[config.mk]
export PLATFORM = sky130hd
export DESIGN_NAME = rpn_stack_evaluator_top
export DESIGN_NICKNAME = d
export VERILOG_FILES = /design/src/hdl/stev_pkg.sv /design/src/hdl/rpn_stack_evaluator_top.sv /design/src/hdl/stev_cell.sv /design/src/hdl/stev_div.sv
export VERILOG_INCLUDE_DIRS = /design/src /design/src/hdl
export SDC_FILE = /design/constraint.sdc
export NUM_CORES = 2
export LEC_CHECK = 0
export BUFFER_PORTS_ARGS = -buffer_cell sky130_fd_sc_hd__buf_2
export CAP_MARGIN = 20
export CORE_AREA = 5 5 426 428
export CTS_CLUSTER_DIAMETER = 50
export CTS_CLUSTER_SIZE = 25
export DETAILED_ROUTE_END_ITERATION = 12
export DIE_AREA = 0 0 431 433
export PLACE_DENSITY = 0.66
export RECOVER_POWER = 100
export SYNTH_ARGS = -nofsm -noshare
export SYNTH_HDL_FRONTEND = slang
export SYNTH_SLANG_ARGS = --single-unit
[constraint.sdc]
create_clock -name i_clk -period 48.7 [get_ports i_clk]
set_clock_uncertainty 0.1 [all_clocks]
set_input_delay 4.87 -clock i_clk [delete_from_list [all_inputs] [get_ports i_clk]]
set_output_delay 4.87 -clock i_clk [all_outputs]
set_load 0.05 [all_outputs]
[src/hdl/rpn_stack_evaluator_top_defines.svh]
// Assertion macros used by the stack evaluator top level.
// No dependencies; expects i_clk and i_rst_n in the including module.
`ifndef RPN_STACK_EVALUATOR_TOP_DEFINES_SVH
`define RPN_STACK_EVALUATOR_TOP_DEFINES_SVH

// property checked on every clock edge outside reset
`define STEV_ASSERT(lbl, prop, msg) \
    lbl: assert property (@(posedge i_clk) disable iff (!i_rst_n) (prop)) else $error(msg);

// consequence checked in the cycle after the antecedent
`define STEV_ASSERT_NEXT(lbl, ante, cons, msg) \
    lbl: assert property (@(posedge i_clk) disable iff (!i_rst_n) (ante) |=> (cons)) \
        else $error(msg);

`endif

[src/hdl/stev_pkg.sv]
// Types and constants of the stack evaluator.
// No dependencies.
package stev_pkg;

    localparam int STACK_DEPTH_DEF = 32;
    localparam int DATA_W          = 32;
    localparam int CHAR_W          = 8;

    localparam logic [CHAR_W-1:0] CHAR_ZERO  = 8'd48;
    localparam logic [CHAR_W-1:0] CHAR_NINE  = 8'd57;
    localparam logic [CHAR_W-1:0] CHAR_PLUS  = 8'd43;
    localparam logic [CHAR_W-1:0] CHAR_MINUS = 8'd45;
    localparam logic [CHAR_W-1:0] CHAR_MUL   = 8'd42;
    localparam logic [CHAR_W-1:0] CHAR_DIV   = 8'd47;
    localparam logic [CHAR_W-1:0] CHAR_SPACE = 8'd32;

    typedef enum logic [2:0] {
        ST_PENDING  = 3'd0,
        ST_OK       = 3'd1,
        ST_ILLEGAL  = 3'd2,
        ST_FEW      = 3'd3,
        ST_DIVZERO  = 3'd4,
        ST_COUNT    = 3'd5,
        ST_OVERFLOW = 3'd6
    } t_status;

    typedef enum logic [1:0] {
        CELL_HOLD = 2'd0,
        CELL_LOAD = 2'd1,
        CELL_PULL = 2'd2
    } t_cell_op;

    typedef struct packed {
        logic [CHAR_W-1:0] char_code;
        logic              last;
    } t_in_word;

    typedef struct packed {
        logic signed [DATA_W-1:0] value;
        t_status                  status;
        logic                     done_res;
    } t_out_word;

endpackage

[src/hdl/rpn_stack_evaluator_top.sv]
// Stack evaluator top level: decode, stack cell chain, divider, result register.
// Depends on stev_pkg, stev_cell, stev_div and rpn_stack_evaluator_top_defines.svh.
//
// One ASCII character is taken per word and one result word is returned for every
// character; only the word marked last carries a final status and value. A digit,
// space, + - * or illegal character commits in the cycle it is taken; a / that
// reaches the divider goes through the start, 32 steps of the one-bit-per-cycle
// restoring divider, and the commit. A new character is taken once the previous
// result word has left or leaves in the same cycle. The stack is a chain of STACK_DEPTH
// cells with the top entry in cell 0; a push shifts the chain down and an operator
// pulls it up, so entries need no clearing after reset or after the last character.
module rpn_stack_evaluator_top #(
    parameter int STACK_DEPTH = stev_pkg::STACK_DEPTH_DEF
) (
    input  logic                i_clk,
    input  logic                i_rst_n,
    input  logic                i_in_valid,
    output logic                o_in_ready,
    input  stev_pkg::t_in_word  i_in_word,
    output logic                o_out_valid,
    input  logic                i_out_ready,
    output stev_pkg::t_out_word o_out_word
);
    import stev_pkg::*;

`include "rpn_stack_evaluator_top_defines.svh"

    localparam int CNT_W = $clog2(STACK_DEPTH + 1);

    typedef enum logic [1:0] {
        S_IDLE = 2'b01,
        S_DIV  = 2'b10
    } t_state;

    t_state          r_state, n_state;
    logic [CNT_W-1:0] r_count, n_count;
    t_status         r_err, n_err;
    logic            r_last;
    logic            r_out_valid;
    t_out_word       r_out_word;

    logic [DATA_W-1:0] w_cell [STACK_DEPTH];
    t_cell_op          cell_op [STACK_DEPTH];

    logic              accept;
    logic              is_digit, is_op, is_space;
    logic              push_en, merge_en, start_div, commit, last_now;
    logic [DATA_W-1:0] load_val, alu_val, next_top;
    logic              div_done;
    logic [DATA_W-1:0] div_quot;
    t_out_word         n_out_word;

    assign o_in_ready = (r_state == S_IDLE) && (!r_out_valid || i_out_ready);
    assign accept     = i_in_valid && o_in_ready;

    always_comb begin
        is_digit = (i_in_word.char_code >= CHAR_ZERO) && (i_in_word.char_code <= CHAR_NINE);
        is_op    = (i_in_word.char_code == CHAR_PLUS) || (i_in_word.char_code == CHAR_MINUS)
                || (i_in_word.char_code == CHAR_MUL) || (i_in_word.char_code == CHAR_DIV);
        is_space = (i_in_word.char_code == CHAR_SPACE);
    end

    always_comb begin
        unique case (i_in_word.char_code)
            CHAR_PLUS:  alu_val = w_cell[1] + w_cell[0];
            CHAR_MINUS: alu_val = w_cell[1] - w_cell[0];
            default:    alu_val = w_cell[1] * w_cell[0];
        endcase
    end

    always_comb begin
        n_state   = r_state;
        n_count   = r_count;
        n_err     = r_err;
        push_en   = 1'b0;
        merge_en  = 1'b0;
        start_div = 1'b0;
        commit    = 1'b0;
        load_val  = alu_val;
        last_now  = r_last;
        unique case (r_state)
            S_IDLE: begin
                last_now = i_in_word.last;
                if (accept) begin
                    commit = 1'b1;
                    if (!is_digit && !is_op && !is_space) begin
                        n_err = ST_ILLEGAL;
                    end else if (r_err != ST_PENDING || is_space) begin
                        n_err = r_err;
                    end else if (is_digit) begin
                        if (r_count == CNT_W'(STACK_DEPTH)) begin
                            n_err = ST_OVERFLOW;
                        end else begin
                            // low nibble of '0'..'9' is the digit value
                            load_val = DATA_W'(i_in_word.char_code[3:0]);
                            push_en  = 1'b1;
                            n_count  = r_count + 1'b1;
                        end
                    end else if (r_count < CNT_W'(2)) begin
                        n_err = ST_FEW;
                    end else if (i_in_word.char_code == CHAR_DIV) begin
                        if (w_cell[0] == '0) begin
                            n_err = ST_DIVZERO;
                        end else begin
                            start_div = 1'b1;
                            commit    = 1'b0;
                            n_state   = S_DIV;
                        end
                    end else begin
                        merge_en = 1'b1;
                        n_count  = r_count - 1'b1;
                    end
                end
            end
            S_DIV: begin
                if (div_done) begin
                    commit   = 1'b1;
                    load_val = div_quot;
                    merge_en = 1'b1;
                    n_count  = r_count - 1'b1;
                    n_state  = S_IDLE;
                end
            end
            default: n_state = S_IDLE;
        endcase

        next_top = (push_en || merge_en) ? load_val : w_cell[0];
        n_out_word = '{value: '0, status: ST_PENDING, done_res: 1'b0};
        if (commit && last_now) begin
            n_out_word.done_res = 1'b1;
            if (n_err != ST_PENDING) begin
                n_out_word.status = n_err;
            end else if (n_count != CNT_W'(1)) begin
                n_out_word.status = ST_COUNT;
            end else begin
                n_out_word.status = ST_OK;
                n_out_word.value  = next_top;
            end
            n_count = '0;
            n_err   = ST_PENDING;
        end
    end

    always_comb begin
        for (int i = 0; i < STACK_DEPTH; i++) begin
            if (push_en || (merge_en && i == 0)) begin
                cell_op[i] = CELL_LOAD;
            end else if (merge_en) begin
                cell_op[i] = CELL_PULL;
            end else begin
                cell_op[i] = CELL_HOLD;
            end
        end
    end

    for (genvar g = 0; g < STACK_DEPTH; g++) begin : g_cell
        logic [DATA_W-1:0] w_above, w_below;
        assign w_above = (g == 0) ? load_val : w_cell[(g == 0) ? 0 : g - 1];
        assign w_below = (g == STACK_DEPTH - 1) ? '0
                       : w_cell[(g == STACK_DEPTH - 1) ? g : g + 1];
        stev_cell u_cell (
            .i_clk        (i_clk),
            .i_op         (cell_op[g]),
            .i_from_above (w_above),
            .i_from_below (w_below),
            .o_val        (w_cell[g])
        );
    end

    stev_div u_div (
        .i_clk      (i_clk),
        .i_rst_n    (i_rst_n),
        .i_start    (start_div),
        .i_dividend (w_cell[1]),
        .i_divisor  (w_cell[0]),
        .o_done     (div_done),
        .o_quot     (div_quot)
    );

    always_ff @(posedge i_clk) begin
        if (!i_rst_n) begin
            r_state     <= S_IDLE;
            r_count     <= '0;
            r_err       <= ST_PENDING;
            r_out_valid <= 1'b0;
        end else begin
            r_state <= n_state;
            r_count <= n_count;
            r_err   <= n_err;
            if (commit) begin
                r_out_valid <= 1'b1;
            end else if (i_out_ready) begin
                r_out_valid <= 1'b0;
            end
        end
    end

    always_ff @(posedge i_clk) begin
        if (accept) begin
            r_last <= i_in_word.last;
        end
        if (commit) begin
            r_out_word <= n_out_word;
        end
    end

    assign o_out_valid = r_out_valid;
    assign o_out_word  = r_out_word;

    `STEV_ASSERT(a_count_range, r_count <= CNT_W'(STACK_DEPTH), "stack count beyond depth")
    `STEV_ASSERT_NEXT(a_clear_on_last, commit && last_now,
        r_count == '0 && r_err == ST_PENDING, "state not cleared after last word")
    `STEV_ASSERT_NEXT(a_div_blocks, start_div, r_state == S_DIV && !o_in_ready,
        "input taken during division")
    `STEV_ASSERT(a_value_only_ok,
        !(o_out_valid && o_out_word.status != ST_OK) || o_out_word.value == '0,
        "nonzero value without ok status")

endmodule

[src/hdl/stev_cell.sv]
// One stack entry; loads from the cell above or pulls from the cell below.
// Depends on stev_pkg.
module stev_cell (
    input  logic                         i_clk,
    input  stev_pkg::t_cell_op           i_op,
    input  logic [stev_pkg::DATA_W-1:0]  i_from_above,
    input  logic [stev_pkg::DATA_W-1:0]  i_from_below,
    output logic [stev_pkg::DATA_W-1:0]  o_val
);
    import stev_pkg::*;

    logic [DATA_W-1:0] r_val;

    always_ff @(posedge i_clk) begin
        unique case (i_op)
            CELL_LOAD: r_val <= i_from_above;
            CELL_PULL: r_val <= i_from_below;
            default:   r_val <= r_val;
        endcase
    end

    assign o_val = r_val;

endmodule

[src/hdl/stev_div.sv]
// Signed 32-bit divider, restoring, one quotient bit per cycle, truncating.
// Depends on stev_pkg.
module stev_div (
    input  logic                         i_clk,
    input  logic                         i_rst_n,
    input  logic                         i_start,
    input  logic [stev_pkg::DATA_W-1:0]  i_dividend,
    input  logic [stev_pkg::DATA_W-1:0]  i_divisor,
    output logic                         o_done,
    output logic [stev_pkg::DATA_W-1:0]  o_quot
);
    import stev_pkg::*;

    localparam int STEP_W = $clog2(DATA_W);

    logic              r_busy;
    logic              r_done;
    logic [STEP_W-1:0] r_step;
    logic [DATA_W-1:0] r_rem;
    logic [DATA_W-1:0] r_quo;
    logic [DATA_W-1:0] r_den;
    logic              r_neg;
    logic [DATA_W-1:0] r_quot;

    logic [DATA_W:0]   rem_shift;
    logic [DATA_W:0]   diff;
    logic [DATA_W-1:0] n_rem;
    logic [DATA_W-1:0] n_quo;

    always_comb begin
        rem_shift = {r_rem, r_quo[DATA_W-1]};
        diff      = rem_shift - {1'b0, r_den};
        if (!diff[DATA_W]) begin
            n_rem = diff[DATA_W-1:0];
            n_quo = {r_quo[DATA_W-2:0], 1'b1};
        end else begin
            n_rem = rem_shift[DATA_W-1:0];
            n_quo = {r_quo[DATA_W-2:0], 1'b0};
        end
    end

    always_ff @(posedge i_clk) begin
        if (!i_rst_n) begin
            r_busy <= 1'b0;
            r_done <= 1'b0;
            r_step <= '0;
        end else begin
            r_done <= 1'b0;
            if (i_start) begin
                r_busy <= 1'b1;
                r_step <= '0;
            end else if (r_busy) begin
                r_step <= r_step + 1'b1;
                if (r_step == STEP_W'(DATA_W - 1)) begin
                    r_busy <= 1'b0;
                    r_done <= 1'b1;
                end
            end
        end
    end

    always_ff @(posedge i_clk) begin
        if (i_start) begin
            r_rem <= '0;
            r_quo <= i_dividend[DATA_W-1] ? -i_dividend : i_dividend;
            r_den <= i_divisor[DATA_W-1] ? -i_divisor : i_divisor;
            r_neg <= i_dividend[DATA_W-1] ^ i_divisor[DATA_W-1];
        end else if (r_busy) begin
            r_rem <= n_rem;
            r_quo <= n_quo;
            if (r_step == STEP_W'(DATA_W - 1)) begin
                r_quot <= r_neg ? -n_quo : n_quo;
            end
        end
    end

    assign o_done = r_done;
    assign o_quot = r_quot;

endmodule
==> key figures <==
Yosys
  • Post-synth top area share: 48.2%
  • Avg Cell Area, Syn: 13.1 um^2
  • Number of synthesis warnings: 0
  • Post-synth net total: 6144
  • Flops & latches, synth: 1209
  • Synth top area cells: edfxtp_1, mux2_2, fa_1
  • Top cell type by total area after synthesis: edfxtp_1
  • Post-Syn Instances: 5524
  • Synth cell types: 80
  • Mapped cell area: 72100 um^2
  • Post-synth EDFFs: 1158
  • Main flop type after synthesis: edfxtp_1
  • Ys async rst share: 0%
  • Seq/Total Area, Yosys: 49.6%

Clock tree
  • Root Driver: clkbuf_16
  • Clock sink count: 1209
  • Post-CTS sizing: 0
  • Total CTS buffers: 106
  • Hold_buf cts: 0
  • Worst-path clk slew: 0.07 ns
  • Clock buffer depth: 3
  • H-tree levels: 3
  • Worst skew pair latency: 0.74 ns
  • Setup bufs post-CTS: 0
  • CTS tree: done

Die
  • IO Pins: 51
  • # rows: 155
  • Starting Density: 40.7%
  • Die extent in x: 431 um
  • Die Span Y: 433 um
  • Die area: 187000 um^2
  • Core box area: 177000 um^2

Status
  • Failing checks: capacitance limit, slew limit
  • Outcome: finished, violations left

GRT
  • GRT Resource Usage Total: 15.7%
  • First-pass GRT wire length: 237 mm
  • Number of global-route vias before repair: 43000
  • Initial antenna violation count: 8
  • GRT overflow: 0
  • Largest net degree at the start of global routing: 206

STA
  • RSZ-0062 raised after global routing: false
  • Setup_tns: 0 ns
  • Final Critical Period: 26.63 ns
  • Fmax: 37.6 MHz
  • Final Hold Viols: 0
  • Least-Margin Pin Slew: 10.20 ns
  • Final slew viol count: 2499
  • Setup violations, final: 0
  • Fin crit share: 54.7%
  • Relative slew margins: -580%

Drt
  • Via density: 5.31
  • Drt first-iter violations: 3589
  • Via count: 42000
  • Post-DRT Antenna Nets: 0
  • Met2 WL: 69.8 mm
  • Wire length per cell: 18.8 um
  • WL met1: 65.1 mm
  • Routed wl met3: 9.00 mm
  • WL final: 149 mm
  • Drt pass-1 iters: 7
  • Top routing layer used: met5
  • DRC errors left: 0

Power
  • Cell Pwr Density: 39.8 nW/um^2
  • Worst ir drop on vdd: 86.4 uV
  • Leakage power: 28.3 nW

Setup path
  • Startpoint types: input port
  • CP endpoint kind: flip-flop
  • Arr. time, crit path: 26.99 ns
  • Crit path required time: 49.06 ns
  • Setup Crit Path Kind: input port to flip-flop
  • CP max FO: 203

Placed design
  • Number of port buffers: 50
  • Gp weighted congestion: 0.899
  • Detailed Place HPWL: 98.0 mm

Finish
  • Most frequent cells in the layout: edfxtp_1, mux2_2, inv_1
  • Final Util: 44.1%
  • Share of layout cells above drive strength 1: 22.4%
  • Post-layout nets: 6083
  • Most common cell after layout, fill and taps aside: edfxtp_1
  • Syn-to-layout area delta: 8.51%

Worst hold path
  • HP Class: flip-flop to flip-flop

Run
  • Max-Cap Viols: 33
stage by stage:
| stage | cell area, um^2 | hold slack [ns] | power (mW) | setup slack [ns] | cells |
|---|---|---|---|---|---|
| finish | 78300 | 0.390 | 3.12 | 22.07 | 7914 |
| global route | 78300 | 0.430 | 3.30 | 19.97 | 7910 |
| CTS | 78600 | 0.389 | 3.13 | 37.50 | 7908 |
| detailed placement | 74800 | 0.380 | 2.21 | 36.73 | 7708 |
| global placement | 74800 | 0.361 | 2.21 | 36.74 | 7708 |
| floorplan | 72100 | 0.350 | 1.95 | 11.69 | 5524 |
critical path, stage by stage:
cell      delay [ns]
clkbuf_1        0.09
nor3b_1         0.80
o21ai_0         0.69
nor4_1          0.62
a21oi_1         0.12
nor3_1          0.25
clkbuf_1        2.55
clkbuf_1        7.12
clkbuf_1        2.65
clkbuf_1        2.89
clkbuf_1        1.40
clkbuf_1        2.19
mux2_2          0.48
layout make-up:
cell class	count	area, um^2
timing repair buffer	143	771
antenna	4	10.0
multi-input combinational	3553	33200
clock inverter	86	1120
inverter	450	1690
sequential	1209	35800
tap	2355	2950
fill	16200	99200
clock buffer	114	2700
cell usage after synthesis, types with 38 or more instances:
master,number
fa_1,410
nor2_1,151
nand3_1,39
and2_1,316
edfxtp_1,1158
ha_1,197
o21ai_0,157
a21o_1,38
nor2b_1,48
o31ai_1,43
dfxtp_1,51
buf_2,96
xnor2_1,167
inv_1,445
a21oi_1,149
nand2_1,403
xor2_1,89
clkbuf_1,194
mux2_2,957
flip-flops by register name, summed over array words and instances, names as in the netlist:
register,count
g_cell.u_cell.o_val,1024
o_out_word,36
u_div.o_quot,32
u_div.r_den,32
u_div.r_quo,32
u_div.r_rem,32
r_count,6
u_div.r_step,5
r_err,3
r_state,2
o_out_valid,1
r_last,1
u_div.o_done,1
u_div.r_busy,1
u_div.r_neg,1
worst paths after layout:
path	from	end	depth (start not counted)	slack (ns)
worst min register to register	r_state[1]	r_state[1]	2	0.39
worst max-delay path	i_in_word[8]	g_cell[30].u_cell.o_val[26]	13	22.07
worst max register to register	r_state[1]	g_cell[30].u_cell.o_val[26]	14	26.27
worst min-delay path	r_state[1]	r_state[1]	2	0.39
metal layers:
metal  global-route usage (%)  vias to the layer above
met5                        0                        -
met4                     4.96                        2
met3                     2.38                      274
met2                     25.9                     1188
met1                     21.6                    21100
li1                         -                    19400
power breakdown:
| part | internal (mW) | switching, mW |
|---|---|---|
| clock | 0.464 | 0.438 |
| combinational | 0.424 | 0.600 |
| sequential | 1.18 | 0.0103 |
| total | 2.07 | 1.05 |
cells by family (layout without fill, tap and decap cells):
| family | Yosys count | after routing | synth area share, % |
|---|---|---|---|
| AO/OA/AOI/OAI | 560 | 560 | 4.93 |
| XOR/XNOR | 256 | 256 | 3.11 |
| adder cells (fa/ha/maj) | 607 | 607 | 14.8 |
| buffers and inverters | 762 | 793 | 4.19 |
| flip-flops | 1209 | 1209 | 49.6 |
| multiplexers | 974 | 974 | 15.2 |
| other | 0 | 4 | 0 |
| AND/OR/NAND/NOR | 1156 | 1156 | 8.19 |
No activity file was read; power rests on OpenSTA's default activity.
